## config.mk

```make
export PLATFORM = sky130hd
export DESIGN_NAME = matrix_keypad_scanner_top
export DESIGN_NICKNAME = d
export VERILOG_FILES = /design/src/rtl/mkps_pkg.sv /design/src/rtl/matrix_keypad_scanner_top.sv
export SDC_FILE = /design/constraint.sdc
export NUM_CORES = 1
export LEC_CHECK = 0
export ABC_AREA = 1
export BUFFER_PORTS_ARGS = -buffer_cell sky130_fd_sc_hd__buf_2
export CAP_MARGIN = 20
export CELL_PAD_IN_SITES_DETAIL_PLACEMENT = 0
export CELL_PAD_IN_SITES_GLOBAL_PLACEMENT = 2
export CORE_ASPECT_RATIO = 1.5
export CORE_MARGIN = 2
export CORE_UTILIZATION = 39
export CTS_CLUSTER_SIZE = 25
export DETAILED_ROUTE_END_ITERATION = 8
export PLACE_DENSITY = 0.95
export SETUP_SLACK_MARGIN = 0.2
export SYNTH_ARGS = -nofsm -noshare
export SYNTH_HDL_FRONTEND = slang
export SYNTH_SLANG_ARGS = --single-unit
```

## constraint.sdc

```tcl
create_clock -name clk -period 4.8 [get_ports clk]
set_input_delay 0.72 -clock clk [delete_from_list [all_inputs] [get_ports clk]]
set_output_delay 0.72 -clock clk [all_outputs]
set_load 0.05 [all_outputs]
```

## src/rtl/mkps_pkg.sv

```systemverilog
// ----------------------------------------------------------------------------
// mkps_pkg
// Shared constants, types and the key table for the matrix keypad scanner.
// ----------------------------------------------------------------------------
package mkps_pkg;

    // Default geometry
    localparam int NUM_ROWS_DEF = 4;
    localparam int NUM_COLS_DEF = 3;

    // Field widths
    localparam int COLS_W   = 3;
    localparam int TICKS_W  = 16;
    localparam int ROWDRV_W = 4;
    localparam int KEY_W    = 7;
    localparam int HASH_W   = 2;
    localparam int S_DATA_W = 8;
    localparam int M_DATA_W = 16;
    localparam int CFG_IDX_W = 1;

    // Configuration register indexes
    localparam logic [CFG_IDX_W-1:0] REG_DEBOUNCE   = 1'd0;
    localparam logic [CFG_IDX_W-1:0] REG_LONG_PRESS = 1'd1;

    // Reset values of the configuration registers
    localparam logic [TICKS_W-1:0] DEBOUNCE_RST   = 16'd20;
    localparam logic [TICKS_W-1:0] LONG_PRESS_RST = 16'd3000;
    localparam logic [TICKS_W-1:0] TICKS_MAX      = 16'hFFFF;

    // Key codes
    localparam logic [KEY_W-1:0] KEY_HASH = 7'h23;   // '#'

    // Hash hold classes
    localparam logic [HASH_W-1:0] HASH_NONE  = 2'd0;
    localparam logic [HASH_W-1:0] HASH_LONG  = 2'd1;
    localparam logic [HASH_W-1:0] HASH_SHORT = 2'd2;

    // Scanner phases, one-hot
    typedef enum logic [5:0] {
        PH_IDLE     = 6'b000001,  // rotate row
        PH_DETECT   = 6'b000010,  // look for a press
        PH_PRESS_DB = 6'b000100,  // press debounce
        PH_RELEASE  = 6'b001000,  // wait for release
        PH_REL_DB   = 6'b010000,  // release debounce
        PH_CLASSIFY = 6'b100000   // classify hash hold
    } phase_t;

    // ASCII code of the key at (row, col) of the 4x3 pad; 0 outside it
    function automatic logic [KEY_W-1:0] key_lookup(input logic [2:0] row,
                                                    input logic [1:0] col);
        logic [KEY_W-1:0] code;
        code = '0;
        case ({row, col})
            5'b000_00: code = 7'h31;  // '1'
            5'b000_01: code = 7'h32;  // '2'
            5'b000_10: code = 7'h33;  // '3'
            5'b001_00: code = 7'h34;  // '4'
            5'b001_01: code = 7'h35;  // '5'
            5'b001_10: code = 7'h36;  // '6'
            5'b010_00: code = 7'h37;  // '7'
            5'b010_01: code = 7'h38;  // '8'
            5'b010_10: code = 7'h39;  // '9'
            5'b011_00: code = 7'h2A;  // '*'
            5'b011_01: code = 7'h30;  // '0'
            5'b011_10: code = KEY_HASH;
            default:   code = '0;
        endcase
        return code;
    endfunction

endpackage

```

## src/rtl/matrix_keypad_scanner_top.sv

```systemverilog
// A result appears on the master side in the cycle after its request is taken.
// Throughput: one request per cycle; the scan state machine and the output
// register both update in the accepting cycle, so a held output only stalls intake.
// Reset (rst_n low, asynchronous): phase idle, row 0, counters and key cleared,
// debounce 20 ticks, long press 3000 ticks, no result pending.
// ----------------------------------------------------------------------------
// matrix_keypad_scanner_top
// 4x3 keypad scanner with press/release debounce and long/short hash detection.
// ----------------------------------------------------------------------------
module matrix_keypad_scanner_top
    import mkps_pkg::*;
#(
    parameter int NUM_ROWS = NUM_ROWS_DEF,
    parameter int NUM_COLS = NUM_COLS_DEF
)
(
    input  logic                 clk,
    input  logic                 rst_n,
    // Configuration write port
    input  logic                 cfg_we,
    input  logic [CFG_IDX_W-1:0] cfg_index,
    input  logic [TICKS_W-1:0]   cfg_data,
    // Request stream
    input  logic                 s_tvalid,
    output logic                 s_tready,
    input  logic [S_DATA_W-1:0]  s_tdata,   // [2:0] columns, [3] tick, [7:4] zero
    // Result stream
    output logic                 m_tvalid,
    input  logic                 m_tready,
    output logic [M_DATA_W-1:0]  m_tdata    // [3:0] row_drive, [10:4] key_code,
                                            // [11] key_ready, [13:12] hash_hold,
                                            // [15:14] zero
);

    localparam int ROW_W  = (NUM_ROWS > 1) ? $clog2(NUM_ROWS) : 1;
    localparam int USED_C = (NUM_COLS >= COLS_W) ? COLS_W : NUM_COLS;
    localparam logic [COLS_W-1:0] COL_MASK = COLS_W'((1 << USED_C) - 1);
    localparam logic [ROW_W-1:0]  ROW_LAST = ROW_W'(NUM_ROWS - 1);

    // Configuration registers
    logic [TICKS_W-1:0] debounce_reg;
    logic [TICKS_W-1:0] long_press_reg;

    always_ff @(posedge clk or negedge rst_n)
    begin
        if (!rst_n)
        begin
            debounce_reg   <= DEBOUNCE_RST;
            long_press_reg <= LONG_PRESS_RST;
        end
        else if (cfg_we)
        begin
            case (cfg_index)
                REG_DEBOUNCE:   debounce_reg   <= cfg_data;
                REG_LONG_PRESS: long_press_reg <= cfg_data;
                default:        ;
            endcase
        end
    end

    // Scan state
    phase_t              phase_reg,      phase_next;
    logic [ROW_W-1:0]    row_index_reg,  row_index_next;
    logic [TICKS_W-1:0]  tick_count_reg, tick_count_next;
    logic [KEY_W-1:0]    latched_key_reg, latched_key_next;
    logic [TICKS_W-1:0]  hold_length_reg, hold_length_next;
    logic                ready_flag_reg, ready_flag_next;
    logic [HASH_W-1:0]   hash_class_reg, hash_class_next;
    logic [ROWDRV_W-1:0] row_drive_reg,  row_drive_next;

    // Output register
    logic                m_tvalid_reg;
    logic [M_DATA_W-1:0] m_tdata_reg;

    logic               accept;
    logic [COLS_W-1:0]  cols;
    logic               tick;
    logic               pressed;
    logic [TICKS_W-1:0] tc_inc;
    logic [1:0]         first_col;
    logic [ROW_W-1:0]   row_adv;

    assign s_tready = !m_tvalid_reg || m_tready;
    assign accept   = s_tvalid && s_tready;
    assign cols     = s_tdata[COLS_W-1:0] & COL_MASK;
    assign tick     = s_tdata[COLS_W];
    assign pressed  = |cols;
    assign tc_inc   = (tick && (tick_count_reg != TICKS_MAX)) ? tick_count_reg + 1'b1
                                                              : tick_count_reg;
    assign row_adv  = (row_index_reg == ROW_LAST) ? '0 : row_index_reg + 1'b1;

    // Lowest pressed column wins
    always_comb
    begin
        first_col = 2'd0;
        if (cols[0])
            first_col = 2'd0;
        else if (cols[1])
            first_col = 2'd1;
        else if (cols[2])
            first_col = 2'd2;
    end

    // Phase logic for one request
    always_comb
    begin
        phase_next       = phase_reg;
        row_index_next   = row_index_reg;
        tick_count_next  = tc_inc;
        latched_key_next = latched_key_reg;
        hold_length_next = hold_length_reg;
        ready_flag_next  = ready_flag_reg;
        hash_class_next  = hash_class_reg;
        row_drive_next   = row_drive_reg;
        case (phase_reg)
            PH_IDLE:
            begin
                row_index_next   = row_adv;
                row_drive_next   = (32'(row_adv) < ROWDRV_W)
                                   ? ROWDRV_W'(1 << row_adv) : '0;
                ready_flag_next  = 1'b0;
                hold_length_next = '0;
                phase_next       = PH_DETECT;
            end
            PH_DETECT:
            begin
                if (pressed)
                begin
                    tick_count_next = '0;
                    phase_next      = PH_PRESS_DB;
                end
                else
                    phase_next = PH_IDLE;
            end
            PH_PRESS_DB:
            begin
                if (tc_inc > debounce_reg)
                begin
                    if (pressed)
                    begin
                        latched_key_next = key_lookup(3'(row_index_reg), first_col);
                        phase_next       = PH_RELEASE;
                    end
                    else
                        phase_next = PH_IDLE;
                end
            end
            PH_RELEASE:
            begin
                if (!pressed)
                begin
                    hold_length_next = tc_inc;
                    tick_count_next  = '0;
                    phase_next = (latched_key_reg == KEY_HASH) ? PH_CLASSIFY : PH_REL_DB;
                end
                else
                    hash_class_next = HASH_NONE;
            end
            PH_REL_DB:
            begin
                if (tc_inc > debounce_reg)
                begin
                    if (!pressed)
                        ready_flag_next = 1'b1;
                    phase_next = PH_IDLE;
                end
            end
            PH_CLASSIFY:
            begin
                hash_class_next = (hold_length_reg > long_press_reg) ? HASH_LONG : HASH_SHORT;
                tick_count_next = '0;
                phase_next      = PH_REL_DB;
            end
            default:
            begin
                phase_next = PH_IDLE;
            end
        endcase
    end

    // State registers update on each accepted request
    always_ff @(posedge clk or negedge rst_n)
    begin
        if (!rst_n)
        begin
            phase_reg       <= PH_IDLE;
            row_index_reg   <= '0;
            tick_count_reg  <= '0;
            latched_key_reg <= '0;
            hold_length_reg <= '0;
            ready_flag_reg  <= 1'b0;
            hash_class_reg  <= HASH_NONE;
            row_drive_reg   <= '0;
        end
        else if (accept)
        begin
            phase_reg       <= phase_next;
            row_index_reg   <= row_index_next;
            tick_count_reg  <= tick_count_next;
            latched_key_reg <= latched_key_next;
            hold_length_reg <= hold_length_next;
            ready_flag_reg  <= ready_flag_next;
            hash_class_reg  <= hash_class_next;
            row_drive_reg   <= row_drive_next;
        end
    end

    // Result register
    always_ff @(posedge clk or negedge rst_n)
    begin
        if (!rst_n)
            m_tvalid_reg <= 1'b0;
        else if (accept)
            m_tvalid_reg <= 1'b1;
        else if (m_tready)
            m_tvalid_reg <= 1'b0;
    end

    always_ff @(posedge clk)
    begin
        if (accept)
            m_tdata_reg <= {2'b00, hash_class_next, ready_flag_next,
                            latched_key_next, row_drive_next};
    end

    assign m_tvalid = m_tvalid_reg;
    assign m_tdata  = m_tdata_reg;

    // Checks
    a_ready_only_in_idle: assert property (@(posedge clk) disable iff (!rst_n)
        ready_flag_reg |-> (phase_reg == PH_IDLE))
        else $error("key ready set outside idle phase");

    a_hash_class_source: assert property (@(posedge clk) disable iff (!rst_n)
        (hash_class_reg != HASH_NONE) && ($past(hash_class_reg) == HASH_NONE)
        |-> ($past(phase_reg) == PH_CLASSIFY))
        else $error("hash class set outside classify phase");

    a_key_latch_source: assert property (@(posedge clk) disable iff (!rst_n)
        (latched_key_reg != $past(latched_key_reg)) |-> (phase_reg == PH_RELEASE))
        else $error("key latched without entering release wait");

    a_row_drive_onehot: assert property (@(posedge clk) disable iff (!rst_n)
        $onehot0(row_drive_reg))
        else $error("row drive not one-hot");

    a_result_follows: assert property (@(posedge clk) disable iff (!rst_n)
        accept |=> m_tvalid_reg)
        else $error("accepted request produced no result");

endmodule

```

# [Word-level counts from Yosys, hierarchy flattened]
# Memories as Yosys holds them, arrays and structs flattened.
# Cells that the tools add are included.
[word_totals] register_bits=101 mem_bits_ro=96 inputBits=30 out_inout_bits=18 wordCells=72 mem_count=1
[op_classes] n_addsub=2 magnitude_cmp=2 eq_ne=12 shift=1 n_mux=29 bitwise_logic=1 reduce_logical=12
[memory_table] memory="(no name shown)" depth=16 word_bits=6 rd=1 rd_clocked_by_memory_dff=0 write_ports=0 line="mkps_pkg.sv:53" rtl="case ({row, col})"
[op_table] cell="$mux 16" count=4
[op_table] cell="$pmux 16 s3" count=1
[op_table] cell="$pmux 6 s6" count=1
[op_table] cell="$gt 16x16->1" count=2
[op_table] cell="$pmux 16 s2" count=1
[op_table] cell="$mux 6" count=4
[op_table] cell="$mux 7" count=3
[op_table] cell="$add 16x1->16 const B" count=1
[op_table] cell="$ne 16x16->1 const B" count=1
[op_table] cell="$mux 2" count=6
[op_table] cell="$mux 4" count=2
[op_table] cell="$eq 7x6->1 const B" count=1
[op_table] cell="$eq 6x1->1 const B" count=1
[op_table] cell="$eq 6x2->1 const B" count=1
[op_table] cell="$eq 6x3->1 const B" count=1
[op_table] cell="$eq 6x4->1 const B" count=1
[op_table] cell="$eq 6x5->1 const B" count=1
[op_table] cell="$eq 6x6->1 const B" count=1
[op_table] cell="$ne 2x2->1 const B" count=3
[op_table] cell="$reduce_and 2->1" count=3
[op_table] cell="$mux 1" count=4
[op_table] cell="$pmux 2 s2" count=1
[op_table] cell="$reduce_and 4->1" count=1
[op_table] cell="$reduce_bool 2->1" count=2
[op_table] cell="other kinds (11)" count=12

# [Longest topological paths before layout]
# An unclocked memory read counts as a cell.
[logic_depth] word_depth=7 ltp_mapped=26

# [Worst setup path after synthesis]
# OpenSTA, ideal clock, no wires.
[synth_timing] path_type="register -> register" start="register tick_count_reg[0]" end="register m_tdata_reg[4] (netlist: m_tdata[4]) (data pin)" setup_ns=0.253 arrival_time_ns=2.647 required_ns=4.547 path_slack_ns=1.901 stages_incl_launch_ff=22 synth_period_minus_slack_ns=2.899 cell_sequence="dfrtp_1 ha_1 nand2_1 nor2_4 inv_2 nor2_4 nand3_2 nand2_4 inv_4 buf_6 o21ai_2 inv_1 ha_1 nand2_1 nor2_1 nand2_1 inv_1 nand2_1 a21oi_1 nand2_1 nand2_1 nand2_1"
[synth_via] elab_chain_cells=6 word_cells_on_any_way=7
[synth_rtl] element="start, declared" line="matrix_keypad_scanner_top.sv:64" rtl="logic [TICKS_W-1:0] tick_count_reg, tick_count_next;"
[synth_rtl] element="start signal, assigned" line="matrix_keypad_scanner_top.sv:199" rtl="tick_count_reg <= tick_count_next;"
[synth_rtl] element="branches (longest 2 deep; another with $add 16x1->16)"
[synth_rtl] element="$mux 16 (*)" line="matrix_keypad_scanner_top.sv:88" rtl="assign tc_inc = (tick && (tick_count_reg != TICKS_MAX)) ? tick_count_reg + 1'b1"
[synth_rtl] element="$gt 16x16->1 (*)" line="matrix_keypad_scanner_top.sv:137" rtl="if (tc_inc > debounce_reg)"
[synth_rtl] element="$mux 7 (*)" line="matrix_keypad_scanner_top.sv:137"
[synth_rtl] element="$mux 7 (*)" line="matrix_keypad_scanner_top.sv:115" rtl="case (phase_reg)"
[synth_rtl] element="named net latched_key_next[0]" line="matrix_keypad_scanner_top.sv:65" rtl="logic [KEY_W-1:0] latched_key_reg, latched_key_next;"
[synth_rtl] element="end signal, assigned" line="matrix_keypad_scanner_top.sv:222" rtl="m_tdata_reg <= {2'b00, hash_class_next, ready_flag_next,"
[synth_rtl] element="end, declared" line="matrix_keypad_scanner_top.sv:73" rtl="logic [M_DATA_W-1:0] m_tdata_reg;"
# Mark *: on every way through the listed nets, which the timed path passes.
# A chain may end at the register's enable or synchronous reset.

# [Worst setup path in the final report]
[layout_timing] start="register tick_count_reg[0]" end="register m_tdata_reg[5] (netlist: m_tdata[5]) (data pin)"
# The elaborated chain is that of the path after synthesis.

==> results.toml <==
[final_layout]
multi_input_area_um2 = 2550
drive_above_1_share_pct = 14.5
final_common_cell = "nand2_1"
mostFrequentLayoutCells = "nand2_1, inv_1, dfrtp_1"
syn_to_final_growth_pct = 12.2
n_antenna_cell = 0
nets = 807
fill_cells = 1479
final_area_um2 = 6360
ff_latch_area_um2 = 2610

[power]
peakVddDrop_v = 0.000216
p_leak_nw = 3.25
power_mw = 2.96
powerDensity_nw_per_um2 = 465

[place]
hpwl_um = 9580
port_buffers = 41
placed_cell_area_um2 = 6050
finalWeightedCongestion = 0.876

[die]
coreArea_um2 = 14400
rows = 54
start_util_pct = 39.4
dieWidth_um = 102
dieArea_um2 = 15500
fp.dieH_um = 152
boundaryPins = 48

[sta]
fin_crit_ps = 3540
clock_skew_ps = 10.5
fmax_mhz = 283
worst-slew-pin-transition_ps = 907
final.setup.tns_ps = 0
drv_slew = 0
relSlewSlack_pct = 39.4
hold_viol_final = 0
period_share_pct = 73.7
grt_setup_unrepaired = "false"
setup_viol = 0

[clock_tree]
cts_tree = "yes"
clk_latency_ps = 350
postCtsSetupRepairBufs = 0
cts_max_path_buffers = 2
cts_root_buf = "clkbuf_16"
cts_buffers = 9
numClockSinks = 101
cts_max_level = 3
ctsResizeCount = 0
clk_pin_slew_ps = 70
cts_hold_buf = 0

[synthesis]
synth_top_cells_by_area = "dfrtp_1, nand2_1, ha_1, edfxtp_1, inv_1"
synthFlopType = "dfrtp_1"
synth-seq-cells = 101
synth_top_area_share_pct = 34.0
yosysTopAreaCell = "dfrtp_1"
synth_area_um2 = 5670
syn_area_per_cell_um2 = 8.08
ys_seq_area_share_pct = 46.0
synthCells = 702
synthArstFlopShare_pct = 86.1
ys_types = 38
synth-edff-count = 14
yosysWarnings = 0

[setup_path]
critPathMaxFanout = 23
arrival_ps = 3630
worst_setup_path_end_kind = "flip-flop"
crit_type = "flip-flop to flip-flop"
required_ps = 4890
regToRegSetupSlack_ps = 1260
startpoint_type = "flip-flop"

[routing]
routedWlPerCell_um = 13.6
wl_um = 12800
drc = 0
drtIter0Drc = 153
via_per_inst = 4.76
dr.pass1.iters = 4
ant_nets = 0
routed-via-count = 4477

[min_path]
hp-class = "input port to asynchronous set/reset pin"

[global_route]
grt_pass1_wl_um = 21300
grt_start_max_net_pins = 88
overflow = 0
grt_pass1_vias = 4528
grtUsageTotal_pct = 17.8
antenna_found_initial = 0

[flow_run]
maxCapViolations = 0

[outcome]
outcome = "finished clean"
-- report_power, final --
part / switching, mW / leakage [nW] / internal [mW]
registers: 0.156 / 1.24 / 1.07
logic: 0.682 / 1.87 / 0.329
clock network: 0.324 / 0.141 / 0.401
total: 1.16 / 3.25 / 1.80
-- critical path, cell delays in order, from the launching register on --
cell and delay, ps:
dfrtp_1 430, ha_1 240, nand2_1 150, nor2_4 70
inv_2 60, nor2_4 40, nand3_2 80, nand2_4 100
inv_4 280, o21ai_0 190, o21ai_2 130, inv_1 60
ha_1 290, nand2_1 60, nor2_1 180, nand2_1 80
nand2_1 80, nand2_1 70, a21oi_1 140, buf_4 190
nand2_1 160, nand2_1 120, nand2_1 80
-- per-layer routing --
layer  vias up  track usage, %  part of all wire (%)
li1       2318               -                     -
met2        54            34.6                    55
met3        11            2.84                   2.9
met5         -               0                     0
met1      2094            19.1                    40
met4         0            5.60                   1.5
-- metrics by stage --
step           hold WS, ps  utilization, %  std cells  worst slack [ps]
5_1_grt                416            44.2        941               924
3_5_place_dp           462            42.0        924              1230
3_3_place_gp           452            42.0        924              1290
4_1_cts                480            44.0        940              1220
6_report               370            44.2        941              1260
2_1_floorplan          424               -        703              1900
-- synthesized netlist by cell type, drive strengths merged (7+ instances only) --
master and number:
nand2 209, clkbuf 7, edfxtp 14, inv 110, dfrtp 77, dfstp 10
nand4 13, nor2 45, buf 11, nand3 28, xor2 10, nor3 10
o21ai 89, ha 37, o22ai 7, a21oi 15
-- logic make-up after synthesis --
logic type	synth area share, %
AND/OR/NAND/NOR	23.2
buffers and inverters	9.11
AO/OA/AOI/OAI	11.6
flip-flops	46.0
adder cells (fa/ha/maj)	8.16
XOR/XNOR	1.85
other	0.0661
-- area by class of cell --
cell class	instances	share of cell area, %
Clock buffer	9	3.54
Clock inverter	7	1.00
Inverter	111	6.59
Multi-Input combinational cell	473	40.1
Sequential cell	101	41.0
Tap cell	196	3.85
Timing Repair Buffer	44	3.93
-- final timing paths --
check	start	depth (start not counted)	end
max	tick_count_reg[0]	22	m_tdata[5]
min	rst_n	1	debounce_reg[5]
max reg2reg	tick_count_reg[0]	22	m_tdata[5]
min reg2reg	latched_key_reg[5]	2	latched_key_reg[5]
max in group asynchronous	rst_n	2	phase_reg[0]
min in group clk	latched_key_reg[5]	2	latched_key_reg[5]
Note: power is estimated with default switching activity, not from simulation.
